File: config.mk
export PLATFORM = sky130hd
export DESIGN_NAME = calendar_date_unit
export DESIGN_NICKNAME = d
export VERILOG_FILES = /design/src/design/cdu_pkg.sv /design/src/design/calendar_date_unit.sv /design/src/design/cdu_ctrl.sv /design/src/design/cdu_datapath.sv
export SDC_FILE = /design/constraint.sdc
export NUM_CORES = 1
export LEC_CHECK = 0
export ABC_AREA = 0
export BUFFER_PORTS_ARGS = -buffer_cell sky130_fd_sc_hd__buf_2
export CORE_ASPECT_RATIO = 0.8
export CORE_MARGIN = 4
export CORE_UTILIZATION = 35
export DETAILED_ROUTE_END_ITERATION = 10
export HOLD_SLACK_MARGIN = 0.06
export PLACE_DENSITY = 0.5
export SYNTH_ARGS = -nofsm -noshare
export SYNTH_HDL_FRONTEND = slang
export SYNTH_SLANG_ARGS = --single-unit
File: constraint.sdc
create_clock -name clock -period 14.8 [get_ports clock]
set_input_delay 2.22 -clock clock [delete_from_list [all_inputs] [get_ports clock]]
set_output_delay 2.22 -clock clock [all_outputs]
set_load 0.05 [all_outputs]
File: src/design/cdu_pkg.sv
// Shared types, constants and calendar helper functions for the calendar date unit.
package cdu_pkg;

   localparam int unsigned MIN_YEAR = 1950;
   localparam int unsigned MAX_YEAR = 2049;
   // days from 1 Jan MIN_YEAR to 31 Dec MAX_YEAR
   localparam logic [15:0] MAX_IDX = 16'd36524;

   localparam logic [2:0] ACT_LOAD    = 3'd0;
   localparam logic [2:0] ACT_NEXT    = 3'd1;
   localparam logic [2:0] ACT_PREV    = 3'd2;
   localparam logic [2:0] ACT_PLUS7   = 3'd3;
   localparam logic [2:0] ACT_MINUS7  = 3'd4;
   localparam logic [2:0] ACT_OFFSET  = 3'd5;
   localparam logic [2:0] ACT_COMPARE = 3'd6;

   localparam logic [1:0] ST_OK       = 2'd0;
   localparam logic [1:0] ST_INVALID  = 2'd1;
   localparam logic [1:0] ST_DOMAIN   = 2'd2;
   localparam logic [1:0] ST_RANGE    = 2'd3;

   localparam logic [1:0] ORD_EARLIER = 2'd0;
   localparam logic [1:0] ORD_EQUAL   = 2'd1;
   localparam logic [1:0] ORD_LATER   = 2'd2;

   // weekday codes inside the datapath: 0 Monday .. 6 Sunday
   localparam logic [2:0] WD_JAN1_FIRST = 3'd6;   // 1 Jan MIN_YEAR is a Sunday
   localparam logic [2:0] WD_JAN1_PRIOR = 3'd5;   // 1 Jan of the year before

   typedef enum logic [2:0] {
      S_IDLE, S_PREP, S_EVAL, S_RESOLVE, S_WALK_YEAR, S_WALK_MONTH, S_WEEK, S_EMIT
   } state_type;

   typedef struct packed {
      logic capture;
      logic prep;
      logic eval;
      logic resolve;
      logic year;
      logic month;
      logic week;
      logic emit;
   } cmd_type;

   typedef struct packed {
      logic year_done;
      logic month_done;
      logic out_free;
   } sts_type;

   function automatic logic [8:0] cum_days(input logic [3:0] m);
      logic [8:0] r;
      unique case (m)
         4'd2:    r = 9'd31;
         4'd3:    r = 9'd59;
         4'd4:    r = 9'd90;
         4'd5:    r = 9'd120;
         4'd6:    r = 9'd151;
         4'd7:    r = 9'd181;
         4'd8:    r = 9'd212;
         4'd9:    r = 9'd243;
         4'd10:   r = 9'd273;
         4'd11:   r = 9'd304;
         4'd12:   r = 9'd334;
         default: r = 9'd0;
      endcase
      return r;
   endfunction

   function automatic logic [4:0] month_len(input logic [3:0] m, input logic leap);
      logic [4:0] r;
      unique case (m)
         4'd2:                      r = leap ? 5'd29 : 5'd28;
         4'd4, 4'd6, 4'd9, 4'd11:   r = 5'd30;
         default:                   r = 5'd31;
      endcase
      return r;
   endfunction

   // remainder by seven for small values
   function automatic logic [2:0] mod7(input logic [5:0] x);
      logic [11:0] p;
      logic [5:0]  r;
      p = 12'(x) * 12'd37;
      r = x - 6'(p[11:8]) * 6'd7;
      return r[2:0];
   endfunction

   function automatic logic [5:0] weeks_in(input logic [2:0] jan1_wd, input logic leap);
      return ((jan1_wd == 3'd3) || ((jan1_wd == 3'd2) && leap)) ? 6'd53 : 6'd52;
   endfunction

endpackage

File: src/design/calendar_date_unit.sv
// Calendar date unit: holds one date from 1950 to 2049 and runs date actions on it.
//
// Request channel (req_*): one item per action: load, step by one or seven days,
// add a signed day offset, or compare against a given date. Result channel
// (rsp_*): one item per request with the resulting date, weekday, ISO week,
// day difference, order and status. Both channels use valid/ready.
// Each item passes through prep, eval and resolve, then the calendar walk: one
// step per year past 1950 and one per month of the target date, then the week
// step and the emit. The year walk takes the most steps. One item is in work
// at a time; req_ready is high only while the unit is idle.
// The result sits in an output register, so the next request is taken while
// a result still waits; if the receiver stalls, the following result holds
// in the last step until the output register frees up.
// Reset (synchronous, active high) sets the stored date to 1 January 1950
// and clears both channels.
module calendar_date_unit import cdu_pkg::*; (
   input  logic               clock,
   input  logic               reset,
   input  logic               req_valid,
   output logic               req_ready,
   input  logic [2:0]         req_action,
   input  logic [4:0]         req_in_day,
   input  logic [3:0]         req_in_month,
   input  logic [13:0]        req_in_year,
   input  logic signed [16:0] req_day_offset,
   output logic               rsp_valid,
   input  logic               rsp_ready,
   output logic [4:0]         rsp_out_day,
   output logic [3:0]         rsp_out_month,
   output logic [11:0]        rsp_out_year,
   output logic [2:0]         rsp_weekday,
   output logic [5:0]         rsp_week_number,
   output logic [15:0]        rsp_day_difference,
   output logic [1:0]         rsp_order,
   output logic [1:0]         rsp_status
);

   cmd_type cmd;
   sts_type sts;

   cdu_ctrl u_ctrl (
      .clock     (clock),
      .reset     (reset),
      .req_valid (req_valid),
      .req_ready (req_ready),
      .sts       (sts),
      .cmd       (cmd)
   );

   cdu_datapath u_datapath (
      .clock              (clock),
      .reset              (reset),
      .cmd                (cmd),
      .sts                (sts),
      .req_action         (req_action),
      .req_in_day         (req_in_day),
      .req_in_month       (req_in_month),
      .req_in_year        (req_in_year),
      .req_day_offset     (req_day_offset),
      .rsp_valid          (rsp_valid),
      .rsp_ready          (rsp_ready),
      .rsp_out_day        (rsp_out_day),
      .rsp_out_month      (rsp_out_month),
      .rsp_out_year       (rsp_out_year),
      .rsp_weekday        (rsp_weekday),
      .rsp_week_number    (rsp_week_number),
      .rsp_day_difference (rsp_day_difference),
      .rsp_order          (rsp_order),
      .rsp_status         (rsp_status)
   );

endmodule

File: src/design/cdu_ctrl.sv
// Sequencer for the calendar date unit: steps each item through its phases.
module cdu_ctrl import cdu_pkg::*; (
   input  logic    clock,
   input  logic    reset,
   input  logic    req_valid,
   output logic    req_ready,
   input  sts_type sts,
   output cmd_type cmd
);

   state_type state_ff, state_in;

   always_ff @(posedge clock) begin
      if (reset) begin
         state_ff <= S_IDLE;
      end else begin
         state_ff <= state_in;
      end
   end

   always_comb begin
      state_in = state_ff;
      unique case (state_ff)
         S_IDLE:       if (req_valid) state_in = S_PREP;
         S_PREP:       state_in = S_EVAL;
         S_EVAL:       state_in = S_RESOLVE;
         S_RESOLVE:    state_in = S_WALK_YEAR;
         S_WALK_YEAR:  if (sts.year_done) state_in = S_WALK_MONTH;
         S_WALK_MONTH: if (sts.month_done) state_in = S_WEEK;
         S_WEEK:       state_in = S_EMIT;
         S_EMIT:       if (sts.out_free) state_in = S_IDLE;
         default:      state_in = S_IDLE;
      endcase
   end

   always_comb begin
      cmd       = '0;
      req_ready = 1'b0;
      unique case (state_ff)
         S_IDLE: begin
            req_ready   = 1'b1;
            cmd.capture = req_valid;
         end
         S_PREP:       cmd.prep    = 1'b1;
         S_EVAL:       cmd.eval    = 1'b1;
         S_RESOLVE:    cmd.resolve = 1'b1;
         S_WALK_YEAR:  cmd.year    = 1'b1;
         S_WALK_MONTH: cmd.month   = !sts.month_done;
         S_WEEK:       cmd.week    = 1'b1;
         S_EMIT:       cmd.emit    = sts.out_free;
         default:      cmd         = '0;
      endcase
   end

endmodule

File: src/design/cdu_datapath.sv
// Datapath of the calendar date unit: validation, day index math and date walk.
module cdu_datapath import cdu_pkg::*; (
   input  logic               clock,
   input  logic               reset,
   input  cmd_type            cmd,
   output sts_type            sts,
   input  logic [2:0]         req_action,
   input  logic [4:0]         req_in_day,
   input  logic [3:0]         req_in_month,
   input  logic [13:0]        req_in_year,
   input  logic signed [16:0] req_day_offset,
   output logic               rsp_valid,
   input  logic               rsp_ready,
   output logic [4:0]         rsp_out_day,
   output logic [3:0]         rsp_out_month,
   output logic [11:0]        rsp_out_year,
   output logic [2:0]         rsp_weekday,
   output logic [5:0]         rsp_week_number,
   output logic [15:0]        rsp_day_difference,
   output logic [1:0]         rsp_order,
   output logic [1:0]         rsp_status
);

   // captured item
   logic [2:0]         action_ff;
   logic [4:0]         day_ff;
   logic [3:0]         month_ff;
   logic [13:0]        year_ff;
   logic signed [16:0] offset_ff;
   // prep / eval results
   logic [13:0] wyear_ff;
   logic [7:0]  q100_ff;
   logic [1:0]  vstat_ff;
   logic [15:0] gidx_ff;
   // resolve results
   logic [15:0] t_ff;
   logic        store_ff;
   logic [1:0]  status_ff;
   logic [15:0] diff_ff;
   logic [1:0]  order_ff;
   // stored date as a day index from 1 Jan MIN_YEAR
   logic [15:0] stored_idx_ff;
   // walk state
   logic [15:0] rem_ff;
   logic [6:0]  yo_ff;
   logic [2:0]  jan_wd_ff, prev_wd_ff;
   logic        prev_leap_ff;
   logic [3:0]  mm_ff;
   logic [2:0]  mwd_ff;
   logic [8:0]  doy_ff;
   logic [2:0]  wd_ff;
   logic [8:0]  x_ff;
   // outputs
   logic        rsp_valid_ff;
   logic [4:0]  out_day_ff;
   logic [3:0]  out_month_ff;
   logic [11:0] out_year_ff;
   logic [2:0]  weekday_ff;
   logic [5:0]  week_ff;
   logic [15:0] out_diff_ff;
   logic [1:0]  out_order_ff;
   logic [1:0]  out_status_ff;

   // prep: widen the year and estimate year / 100
   logic [13:0] wyear;
   logic [26:0] q_prod;
   always_comb begin
      if (year_ff <= 14'd49) begin
         wyear = year_ff + 14'd2000;
      end else if (year_ff <= 14'd99) begin
         wyear = year_ff + 14'd1900;
      end else begin
         wyear = year_ff;
      end
      q_prod = 27'(wyear) * 27'd5243;
   end

   // eval: validate and convert the given date to an index
   logic        gleap;
   logic [14:0] cent;
   logic [4:0]  gmlen;
   logic [1:0]  vstat;
   logic [13:0] yo_full;
   logic [6:0]  gyo;
   logic [15:0] gidx;
   always_comb begin
      cent  = 15'(q100_ff) * 15'd100;
      gleap = (wyear_ff[1:0] == 2'b00) &&
              ((cent != {1'b0, wyear_ff}) || (q100_ff[1:0] == 2'b00));
      gmlen = month_len(month_ff, gleap);
      priority if (day_ff == 5'd0 || month_ff == 4'd0 || month_ff > 4'd12) begin
         vstat = ST_INVALID;
      end else if (wyear_ff < 14'd1000 || wyear_ff > 14'd9999 || day_ff > gmlen) begin
         vstat = ST_DOMAIN;
      end else if (wyear_ff < 14'(MIN_YEAR) || wyear_ff > 14'(MAX_YEAR)) begin
         vstat = ST_RANGE;
      end else begin
         vstat = ST_OK;
      end
      yo_full = wyear_ff - 14'(MIN_YEAR);
      gyo     = yo_full[6:0];
      gidx    = 16'(gyo) * 16'd365 + 16'((8'(gyo) + 8'd1) >> 2) + 16'(cum_days(month_ff))
                + 16'(day_ff) - 16'd1 + 16'((month_ff > 4'd2) && (wyear_ff[1:0] == 2'b00));
   end

   // resolve: pick the target index
   logic signed [17:0] cur_s, step_sum, off_sum;
   logic signed [16:0] dd;
   logic [15:0] t;
   logic        store;
   logic [1:0]  status;
   logic [15:0] diff;
   logic [1:0]  order;
   always_comb begin
      cur_s    = $signed({2'b00, stored_idx_ff});
      off_sum  = cur_s + 18'(offset_ff);
      dd       = $signed({1'b0, stored_idx_ff}) - $signed({1'b0, gidx_ff});
      unique case (action_ff)
         ACT_NEXT:   step_sum = cur_s + 18'sd1;
         ACT_PREV:   step_sum = cur_s - 18'sd1;
         ACT_PLUS7:  step_sum = cur_s + 18'sd7;
         default:    step_sum = cur_s - 18'sd7;
      endcase
      t      = stored_idx_ff;
      store  = 1'b0;
      status = ST_OK;
      diff   = 16'd0;
      order  = ORD_EARLIER;
      unique case (action_ff)
         ACT_LOAD: begin
            status = vstat_ff;
            if (vstat_ff == ST_OK) begin
               t     = gidx_ff;
               store = 1'b1;
            end
         end
         ACT_NEXT, ACT_PREV, ACT_PLUS7, ACT_MINUS7: begin
            if (step_sum < 18'sd0 || step_sum > $signed({2'b00, MAX_IDX})) begin
               status = ST_RANGE;
            end else begin
               t     = step_sum[15:0];
               store = 1'b1;
            end
         end
         ACT_OFFSET: begin
            priority if (off_sum < 18'sd0) begin
               t = 16'd0;
            end else if (off_sum > $signed({2'b00, MAX_IDX})) begin
               t = MAX_IDX;
            end else begin
               t = off_sum[15:0];
            end
         end
         ACT_COMPARE: begin
            status = vstat_ff;
            if (vstat_ff == ST_OK) begin
               diff = dd[16] ? 16'(-dd) : dd[15:0];
               if (dd[16]) begin
                  order = ORD_EARLIER;
               end else if (dd == 17'sd0) begin
                  order = ORD_EQUAL;
               end else begin
                  order = ORD_LATER;
               end
            end
         end
         default: t = stored_idx_ff;
      endcase
   end

   // walk: years first, then months
   logic       yleap;
   logic [8:0] ylen;
   logic [4:0] mlen;
   always_comb begin
      yleap = (yo_ff[1:0] == 2'd2);
      ylen  = yleap ? 9'd366 : 9'd365;
      mlen  = month_len(mm_ff, yleap);
      sts.year_done  = rem_ff < 16'(ylen);
      sts.month_done = (mm_ff == 4'd12) || (rem_ff < 16'(mlen));
      sts.out_free   = !rsp_valid_ff || rsp_ready;
   end

   // week number
   logic [22:0] w_prod;
   logic [6:0]  w;
   logic [5:0]  wk_this, wk_prev, week;
   always_comb begin
      w_prod  = 23'(x_ff) * 23'd9363;
      w       = w_prod[22:16];
      wk_this = weeks_in(jan_wd_ff, yleap);
      wk_prev = weeks_in(prev_wd_ff, prev_leap_ff);
      priority if (w == 7'd0) begin
         week = wk_prev;
      end else if (w > 7'(wk_this)) begin
         week = 6'd1;
      end else begin
         week = w[5:0];
      end
   end

   always_ff @(posedge clock) begin
      if (cmd.capture) begin
         action_ff <= req_action;
         day_ff    <= req_in_day;
         month_ff  <= req_in_month;
         year_ff   <= req_in_year;
         offset_ff <= req_day_offset;
      end
      if (cmd.prep) begin
         wyear_ff <= wyear;
         q100_ff  <= q_prod[26:19];
      end
      if (cmd.eval) begin
         vstat_ff <= vstat;
         gidx_ff  <= gidx;
      end
      if (cmd.resolve) begin
         t_ff         <= t;
         store_ff     <= store;
         status_ff    <= status;
         diff_ff      <= diff;
         order_ff     <= order;
         rem_ff       <= t;
         yo_ff        <= 7'd0;
         jan_wd_ff    <= WD_JAN1_FIRST;
         prev_wd_ff   <= WD_JAN1_PRIOR;
         prev_leap_ff <= 1'b0;
      end
      if (cmd.year) begin
         if (!sts.year_done) begin
            rem_ff       <= rem_ff - 16'(ylen);
            yo_ff        <= yo_ff + 7'd1;
            prev_wd_ff   <= jan_wd_ff;
            prev_leap_ff <= yleap;
            jan_wd_ff    <= mod7(6'(jan_wd_ff) + 6'd1 + 6'(yleap));
         end else begin
            mm_ff  <= 4'd1;
            mwd_ff <= jan_wd_ff;
            doy_ff <= rem_ff[8:0];
         end
      end
      if (cmd.month) begin
         rem_ff <= rem_ff - 16'(mlen);
         mm_ff  <= mm_ff + 4'd1;
         mwd_ff <= mod7(6'(mwd_ff) + 6'(mod7(6'(mlen))));
      end
      if (cmd.week) begin
         wd_ff <= mod7(6'(mwd_ff) + rem_ff[5:0]);
         x_ff  <= doy_ff - 9'(mod7(6'(mwd_ff) + rem_ff[5:0])) + 9'd10;
      end
      if (cmd.emit) begin
         out_day_ff    <= rem_ff[4:0] + 5'd1;
         out_month_ff  <= mm_ff;
         out_year_ff   <= 12'(MIN_YEAR) + 12'(yo_ff);
         weekday_ff    <= wd_ff + 3'd1;
         week_ff       <= week;
         out_diff_ff   <= diff_ff;
         out_order_ff  <= order_ff;
         out_status_ff <= status_ff;
      end
   end

   always_ff @(posedge clock) begin
      if (reset) begin
         rsp_valid_ff  <= 1'b0;
         stored_idx_ff <= 16'd0;
      end else begin
         if (cmd.emit) begin
            rsp_valid_ff <= 1'b1;
         end else if (rsp_ready) begin
            rsp_valid_ff <= 1'b0;
         end
         if (cmd.emit && store_ff) begin
            stored_idx_ff <= t_ff;
         end
      end
   end

   assign rsp_valid          = rsp_valid_ff;
   assign rsp_out_day        = out_day_ff;
   assign rsp_out_month      = out_month_ff;
   assign rsp_out_year       = out_year_ff;
   assign rsp_weekday        = weekday_ff;
   assign rsp_week_number    = week_ff;
   assign rsp_day_difference = out_diff_ff;
   assign rsp_order          = out_order_ff;
   assign rsp_status         = out_status_ff;

endmodule

==> impl_metrics.toml, run 1 <==
[cells_and_area]
final_cell_mix = "ha_1, inv_1, edfxtp_1"
final_common_cell = "ha_1"
fin_cells = 3293
drive_gt1_share_pct = 8.56
layout.nets = 2943
fillers = 6399
fin_util_pct = 39.3
area_growth_pct = 10.5

[critical_path]
worstPathRequired_ns = 15.15
crit_buf_inv = 4
cp-start-kind = "flop"
critical_path.max_fanout = 9
arrival_ns = 7.97
cpLargestDelayFamily = "simple AND/OR/NAND/NOR gates"
critical-path-slowest-cell = "or4_1"
endpoint_kind = "flop"
slowest_delay_ns = 0.62
crit_type = "flop to flop"

[global_routing]
grt_use_total_pct = 16.6
grt_max_degree = 53
grt_pass1_vias = 17062
grt_overflow = 0
grt_pass1_wl_um = 94000
antenna_found_initial = 1

[floorplan]
rows = 83
die_y_um = 237
ioPinCount = 99
start_util_pct = 35.6
core_area_um2 = 64700
dieArea_um2 = 70000
fp.dieW_um = 295

[clocking]
clock_latency_ns = 0.61
cts.sinks = 257
cts_made_buffers = 31
h-tree-depth = 1
cts_tree = "built"
cts_setup_buffers = 0
post_cts_resized = 0
ctsRootBufferMaster = "clkbuf_16"
clk_path_buf_depth = 3
clk_pin_slew_worst_paths_ns = 0.07
holdBufCountCts = 0

[job]
maxCapViolCount = 0

[synthesis]
yosys.area.top_type = "edfxtp_1"
netlist_area_um2 = 23000
synth_nets = 2863
ys.warnings.count = 0
synth.avg_cell_area_um2 = 9.85
synth_seq_area_share_pct = 31.0
ys_async_sr_fraction_pct = 0
synth-edff-count = 198
synthFlopType = "edfxtp_1"
synth_top_area_share_pct = 25.8
synthCells = 2337
synth.distinct_cells = 81
synthTopCellsByArea = "edfxtp_1, ha_1, fa_1"
ys_seq_elements = 257

[hold_path]
hp-class = "flop to flop"

[routing]
met2WireLength_um = 25500
drc_errors = 0
wirelength_um = 58200
firstDrtPassIters = 4
antenna_left = 0
via_count = 17068
drt-initial-drc-count = 1099
highest_layer = "met4"
route.met3.wl_um = 2970
viasPerCell = 5.18
drt-met1-wl_um = 28200
wire_per_inst_um = 17.7

[timing]
slew_headroom_pct = 18.6
fin_worst_skew_ns = 0.0187
max_freq_ghz = 0.131
setup-tns-final_ns = 0
slew_violations = 0
setup_viol = 0
tightest_slew_ns = 1.22
rsz0062_at_grt = "no"
period_needed_ns = 7.62
hold_viol_final = 0
finalCritPeriodShare_pct = 51.5

[placement]
dpl.cell_count = 3234
gp_congestion = 0.907
hpwl_um = 46500
io_buffer_count = 98

[status]
status = "finished, final reports clean"
stage by stage:
step           hold slack [ns]  area, um2  worst slack [ns]
2_1_floorplan            0.400      23000              7.74
3_3_place_gp             0.403      24400              7.27
3_5_place_dp             0.405      24400              7.19
4_1_cts                  0.414      25400              7.17
5_1_grt                  0.425      25400              6.69
6_report                 0.412      25400              7.18
routing by layer:
layer  GRT usage [%]  vias up
li1                -     8403
met1            24.0     8184
met2            26.2      399
met3            2.40       82
met4            4.01        0
met5               0        -
synthesized netlist by cell type, types with 53 or more instances:
library cell and n:
a21oi_1 115, dfxtp_1 59, o21ai_0 112, edfxtp_1 198, xnor2_1 105, nand2_1 160
nor3_1 53, clkbuf_1 55, inv_1 320, nor2_1 127, ha_1 356, fa_1 123
xor2_1 55
worst paths after layout:
kind                                                     startpoint                                         end  slack, ns  depth (start not counted)
worst max-delay path               u_datapath.year_ff[13]$_DFFE_PP_             u_datapath.q100_ff[7]$_DFFE_PP_       7.18                         26
worst min-delay path            u_datapath.diff_ff[6]$_SDFFCE_PN0P_  u_datapath.rsp_day_difference[6]$_DFFE_PP_       0.41                          0
worst max register to register     u_datapath.year_ff[13]$_DFFE_PP_             u_datapath.q100_ff[7]$_DFFE_PP_       7.18                         26
worst min register to register  u_datapath.diff_ff[6]$_SDFFCE_PN0P_  u_datapath.rsp_day_difference[6]$_DFFE_PP_       0.41                          0
layout make-up:
| type | count | area, um2 | area share [%] |
|---|---|---|---|
| clock inverters | 21 | 206 | 0.811 |
| inverters | 320 | 1200 | 4.72 |
| clock buffers | 37 | 818 | 3.22 |
| well taps | 850 | 1060 | 4.18 |
| flip-flops and latches | 257 | 7130 | 28.0 |
| multi-input cells | 1694 | 14400 | 56.7 |
| repair buffers | 113 | 603 | 2.37 |
| diodes | 1 | 2.50 | 0.00984 |
cells by family (layout without fill, tap and decap cells):
logic type	after synthesis	after routing	share of synthesized area, %
other	0	1	0
and+or+nand+nor	562	562	12.0
muxes	14	14	0.630
xor gates and xnor gates	160	160	6.09
adders and majority gates	479	479	30.0
buffers and inverters	386	491	6.44
DFF	257	257	31.0
AOI/OAI and AO/OA	479	479	13.8
sequential cells by signal, indices dropped and copies added, names as in the netlist, 8 cells and up, named ones only:
| register | flops |
|---|---|
| u_datapath.diff_ff | 16 |
| u_datapath.doy_ff | 9 |
| u_datapath.gidx_ff | 16 |
| u_datapath.offset_ff | 17 |
| u_datapath.q100_ff | 8 |
| u_datapath.rem_ff | 16 |
| u_datapath.rsp_day_difference | 16 |
| u_datapath.rsp_out_year | 12 |
| u_datapath.stored_idx_ff | 16 |
| u_datapath.t_ff | 16 |
| u_datapath.wyear_ff | 14 |
| u_datapath.x_ff | 9 |
| u_datapath.year_ff | 14 |
worst reg2reg max path, stage by stage, from the launching register on:
cell and delay, ns:
edfxtp_1 0.60, or4_1 0.62, or3_1 0.36, a21o_1 0.22
nand2_1 0.14, inv_1 0.09, or2_2 0.31, nor2_1 0.40
inv_1 0.23, ha_1 0.38, fa_1 0.49, fa_1 0.51
inv_1 0.05, fa_1 0.46, fa_1 0.54, inv_1 0.04
ha_1 0.20, nor3_1 0.23, nand2_1 0.09, o2111ai_1 0.11
a31o_2 0.14, a31oi_1 0.09, nor3_1 0.22, nor3_1 0.14
or3_1 0.40, a31oi_1 0.21, xnor2_1 0.08
Power of run 1 is left out: the tool's default activity adds up to more than one toggle a clock period on the data nets, which glitch-free logic cannot reach.
==> run 2: changes to the inputs <==
PLACE_DENSITY = 0.52   (was 0.5)
clock period = 6.8 ns   (was 14.8 ns; I/O delays follow)
==> run 2 against run 1 <==
- global-route usage is essentially flat
- critical path depth grew 1
- die area is the same
- register-to-register slack lost 7.2 ns
- maximum frequency grew 12%
- critical endpoint unchanged
- highest routed layer unchanged
==> impl_metrics.toml, run 2 (same netlist as run 1, synthesis figures left out) <==
[critical_path]
crit_type = "flop to flop"
endpoint_kind = "flop"
arrival_ns = 7.13
r2r-start = "u_datapath.year_ff[10]$_DFFE_PP_"
worstPathRequired_ns = 7.14
r2r_slack_ns = 0.004
cp-start-kind = "flop"
critical_path.max_fanout = 4
timing.rr.end = "u_datapath.q100_ff[7]$_DFFE_PP_"
reg2reg_depth = 27

[timing]
slew_headroom_pct = 21.8
max_freq_ghz = 0.147
holdWs_ns = 0.419
fin_ws_ns = 0.00363
hold_viol_final = 0
setup-tns-final_ns = 0
tightest_slew_ns = 1.17
period_needed_ns = 6.80
setup_viol = 0
fin_worst_skew_ns = 0.0381
slew_violations = 0
finalCritPeriodShare_pct = 99.9
rsz0062_at_grt = "yes"

[routing]
via_count = 17361
highest_layer = "met4"
wire_per_inst_um = 17.4
route.met3.wl_um = 2920
met2WireLength_um = 25300
wirelength_um = 58600
firstDrtPassIters = 5
viasPerCell = 5.15
drt-initial-drc-count = 1340
drt-met1-wl_um = 28900
drc_errors = 0
antenna_left = 0

[status]
status = "finished, final reports clean"

[global_routing]
grt_use_total_pct = 16.6
grt_overflow = 0
grt_pass1_vias = 17058
antenna_found_initial = 0
grt_pass1_wl_um = 93900
grt_max_degree = 51

[placement]
gp_congestion = 0.916
hpwl_um = 46800
io_buffer_count = 98
dp_slack_ns = -0.299
placed_cell_area_um2 = 25000

[cells_and_area]
final_common_cell = "ha_1"
area_growth_pct = 15.0
postLayoutCellArea_um2 = 26500
layout.nets = 3024
largest_reg_flops = 17
top_register = "u_datapath.offset_ff"
drive_gt1_share_pct = 13.7
final_cell_mix = "ha_1, inv_1, edfxtp_1"
fillers = 6276
diodes = 0

[clocking]
cts_tree = "built"
cts_made_buffers = 31
clk_path_buf_depth = 3
ctsRootBufferMaster = "clkbuf_16"
clock_latency_ns = 0.61
h-tree-depth = 1
holdBufCountCts = 0
clk_pin_slew_worst_paths_ns = 0.06
cts.sinks = 257

[floorplan]
rows = 83
ioPinCount = 99
die_y_um = 237
fp.dieW_um = 295
dieArea_um2 = 70000
core_area_um2 = 64700
start_util_pct = 35.6

[hold_path]
hold_start = "u_datapath.diff_ff[11]$_SDFFCE_PN0P_"
hold_depth = 0
hp-class = "flop to flop"
holdPathEnd = "u_datapath.rsp_day_difference[11]$_DFFE_PP_"

[job]
maxCapViolCount = 0
run 2: cell types whose count changed in the layout (fill, tap and decap cells not counted), moves of 7 or more:
cell,delta
nor3_1,-7
inv_1,-9
nor3_2,+7
bufinv_16,+7
buf_4,+80
inv_2,+7
run 2: how the worst max path moves through the flow:
stage / slack, ns / to / start
2_1_floorplan: 0.004 / u_datapath.q100_ff[7]$_DFFE_PP_ / u_datapath.year_ff[8]$_DFFE_PP_
3_3_place_gp: -0.10 / u_datapath.q100_ff[7]$_DFFE_PP_ / u_datapath.year_ff[8]$_DFFE_PP_
5_1_grt: -0.26 / u_datapath.q100_ff[7]$_DFFE_PP_ / u_datapath.year_ff[9]$_DFFE_PP_
4_1_cts: 0.004 / u_datapath.q100_ff[5]$_DFFE_PP_ / u_datapath.year_ff[10]$_DFFE_PP_
3_5_place_dp: -0.30 / u_datapath.q100_ff[7]$_DFFE_PP_ / u_datapath.year_ff[8]$_DFFE_PP_
6_report: 0.004 / u_datapath.q100_ff[7]$_DFFE_PP_ / u_datapath.year_ff[10]$_DFFE_PP_
run 2: stage by stage:
| stage | std cells | utilization, % |
|---|---|---|
| after floorplan | 2337 | - |
| after global placement | 3306 | 38.7 |
| after detailed placement | 3306 | 38.7 |
| after CTS | 3366 | 40.6 |
| after global routing | 3373 | 40.9 |
| final | 3373 | 40.9 |
run 2: area by class of cell:
| cell class | instances | area, um2 | share of cell area [%] |
|---|---|---|---|
| clock buffers | 35 | 801 | 3.02 |
| clock inverters | 23 | 377 | 1.42 |
| inverters | 320 | 1210 | 4.56 |
| multi-input cells | 1694 | 14700 | 55.5 |
| flip-flops and latches | 257 | 7130 | 26.9 |
| well taps | 850 | 1060 | 4.02 |
| repair buffers | 194 | 1210 | 4.59 |
run 2: metal layers:
metal  vias to the layer above  global-route usage [%]
met1                      8306                    24.6
met3                        74                    2.05
met5                         -                       0
met4                         0                    3.94
li1                       8563                       -
met2                       418                    25.7
run 2: timing repair:
action                                  4_1_cts  5_1_grt
endpoints found under the setup margin        6       14
pin swaps                                    13       17
setup buffers                                 2        7
resized for setup                            12       40
run 2: worst max-delay path, stage by stage, from the launching register on:
cell and delay (ns):
edfxtp_1 0.38, or3_4 0.40, or4_4 0.45, or3_4 0.35
a21o_4 0.22, nand2_4 0.07, inv_4 0.04, or2_4 0.27
nor2_4 0.15, buf_4 0.13, inv_2 0.06, ha_4 0.27
fa_1 0.42, fa_1 0.51, inv_1 0.05, fa_1 0.46
fa_1 0.55, inv_1 0.04, ha_1 0.28, o21a_1 0.11
o2111ai_1 0.18, a31o_2 0.14, a31oi_1 0.11, nor3_2 0.25
nor3_2 0.07, or3_4 0.36, a31oi_4 0.14, xnor2_1 0.08
Power of run 2 is left out for the same reason.
==> run 3: changes to the inputs <==
clock period = 5.4 ns   (was 6.8 ns; I/O delays follow)
==> run 3 against run 2 <==
- the run now ends with setup timing left
- largest cell class unchanged
- critical path depth decreased by 2
- flip-flop and latch count stayed put
- utilization grew 2.5 points
- via count grew 3.9%
==> impl_metrics.toml, run 3 (same netlist as run 1, synthesis figures left out) <==
[floorplan]
core_area_um2 = 64700
die_y_um = 237
rows = 83
fp.dieW_um = 295
ioPinCount = 99
dieArea_um2 = 70000
start_util_pct = 35.6

[routing]
drt-initial-drc-count = 1029
antenna_left = 0
viasPerCell = 5.12
via_count = 18039
drc_errors = 0
firstDrtPassIters = 6
wirelength_um = 60400
wire_per_inst_um = 17.1

[clocking]
ctsRootBufferMaster = "clkbuf_16"
clk_path_buf_depth = 3
clk_pin_slew_worst_paths_ns = 0.06
h-tree-depth = 1
cts_tree = "built"
cts_made_buffers = 31
holdBufCountCts = 0
clock_latency_ns = 0.61
cts.sinks = 257

[timing]
hold_viol_final = 0
slew_violations = 0
max_freq_ghz = 0.146
slew_headroom_pct = 29.1
tightest_slew_ns = 1.05
fin_worst_skew_ns = 0.0195
fin_ws_ns = -1.47
setup-tns-final_ns = -16.90
rsz0062_at_grt = "yes"
setup_viol = 21
period_needed_ns = 6.87
finalCritPeriodShare_pct = 127

[cells_and_area]
layout.nets = 3174
top_register = "u_datapath.offset_ff"
diodes = 0
largest_reg_flops = 17
final_cell_mix = "ha_1, inv_1, buf_4"
area_growth_pct = 22.1
final_common_cell = "ha_1"
drive_gt1_share_pct = 22.1
fillers = 6265

[global_routing]
grt_pass1_vias = 18084
antenna_found_initial = 1
grt_use_total_pct = 17.0
grt_max_degree = 53
grt_overflow = 0
grt_pass1_wl_um = 96700

[placement]
io_buffer_count = 98
hpwl_um = 48400
gp_congestion = 0.916

[critical_path]
endpoint_kind = "flop"
arrival_ns = 7.20
r2r_slack_ns = -1.47
critical_path.max_fanout = 4
worstPathRequired_ns = 5.74
crit_type = "flop to flop"
cp-start-kind = "flop"

[job]
maxCapViolCount = 0

[hold_path]
hp-class = "input pin to flop"

[status]
status = "finished, violations left"
violations = "setup timing"
## run 3: changes by cell type in the layout (fill, tap and decap cells not counted), moves of 9 or more
cell / change
xnor2_1: -16
xnor2_2: +14
a21oi_1: -11
inv_2: +15
buf_4: +142
o21ai_2: +9
a21oi_2: +11
inv_1: -18
ha_4: +17
ha_1: -24
## run 3: area by class of cell
type	instances	area, um2	area share, %
clock buffer	34	787	2.80
clock inverter	24	233	0.828
inverter	320	1210	4.32
multi-input combinational	1694	15300	54.5
sequential	257	7130	25.4
tap	850	1060	3.78
timing repair buffer	344	2380	8.46
## run 3: repair_timing
action	in CTS	in global routing
pin swaps	59	63
cloned	0	0
gates resized for setup	35	82
endpoints found under the setup margin	23	34
setup buffers	24	19
## run 3: routing by layer
layer / up-vias / track usage, % / part of all wire (%) / routed length (um)
li1: 8862 / - / - / -
met1: 8698 / 24.2 / 48 / 28800
met5: - / 0 / 0 / 0
met2: 392 / 28.0 / 46 / 27700
met3: 87 / 2.02 / 4.4 / 2650
met4: 0 / 3.53 / 2.1 / 1280
## run 3: critical path, stage by stage (launching register included)
cell and delay, ns:
edfxtp_1 0.39, or3_4 0.40, or4_4 0.49, or3_4 0.34, a21o_1 0.21, nand2_2 0.08, inv_2 0.06, or2_4 0.26
nor2_4 0.14, buf_4 0.15, inv_4 0.05, ha_4 0.22, fa_1 0.57, fa_1 0.44, fa_1 0.50, inv_1 0.05
fa_1 0.47, inv_1 0.06, ha_4 0.21, a222oi_1 0.47, a31oi_4 0.16, nor3_2 0.23, nor3_2 0.07, or3_1 0.33
a31oi_1 0.17, xnor2_1 0.10
## run 3: stage by stage
step	hold WS [ns]	area, um2	worst slack, ns	util, %	cells
after floorplan	0.400	23400	-1.26	-	2337
after global placement	0.405	26200	-1.42	40.5	3429
after detailed placement	0.405	26200	-1.49	40.5	3429
after CTS	0.338	27600	-1.36	42.7	3509
after global routing	0.346	28100	-1.68	43.5	3523
final	0.382	28100	-1.47	43.5	3523
## run 3: worst paths after layout
kind,start,endpoint,depth (start not counted)
worst max-delay path,u_datapath.year_ff[10]$_DFFE_PP_,u_datapath.q100_ff[7]$_DFFE_PP_,25
worst min-delay path,req_in_day[2],u_datapath.day_ff[2]$_DFFE_PP_,1
worst max register to register,u_datapath.year_ff[10]$_DFFE_PP_,u_datapath.q100_ff[7]$_DFFE_PP_,25
worst min register to register,u_datapath.diff_ff[3]$_SDFFCE_PN0P_,u_datapath.rsp_day_difference[3]$_DFFE_PP_,0
Power of run 3 is left out for the same reason.
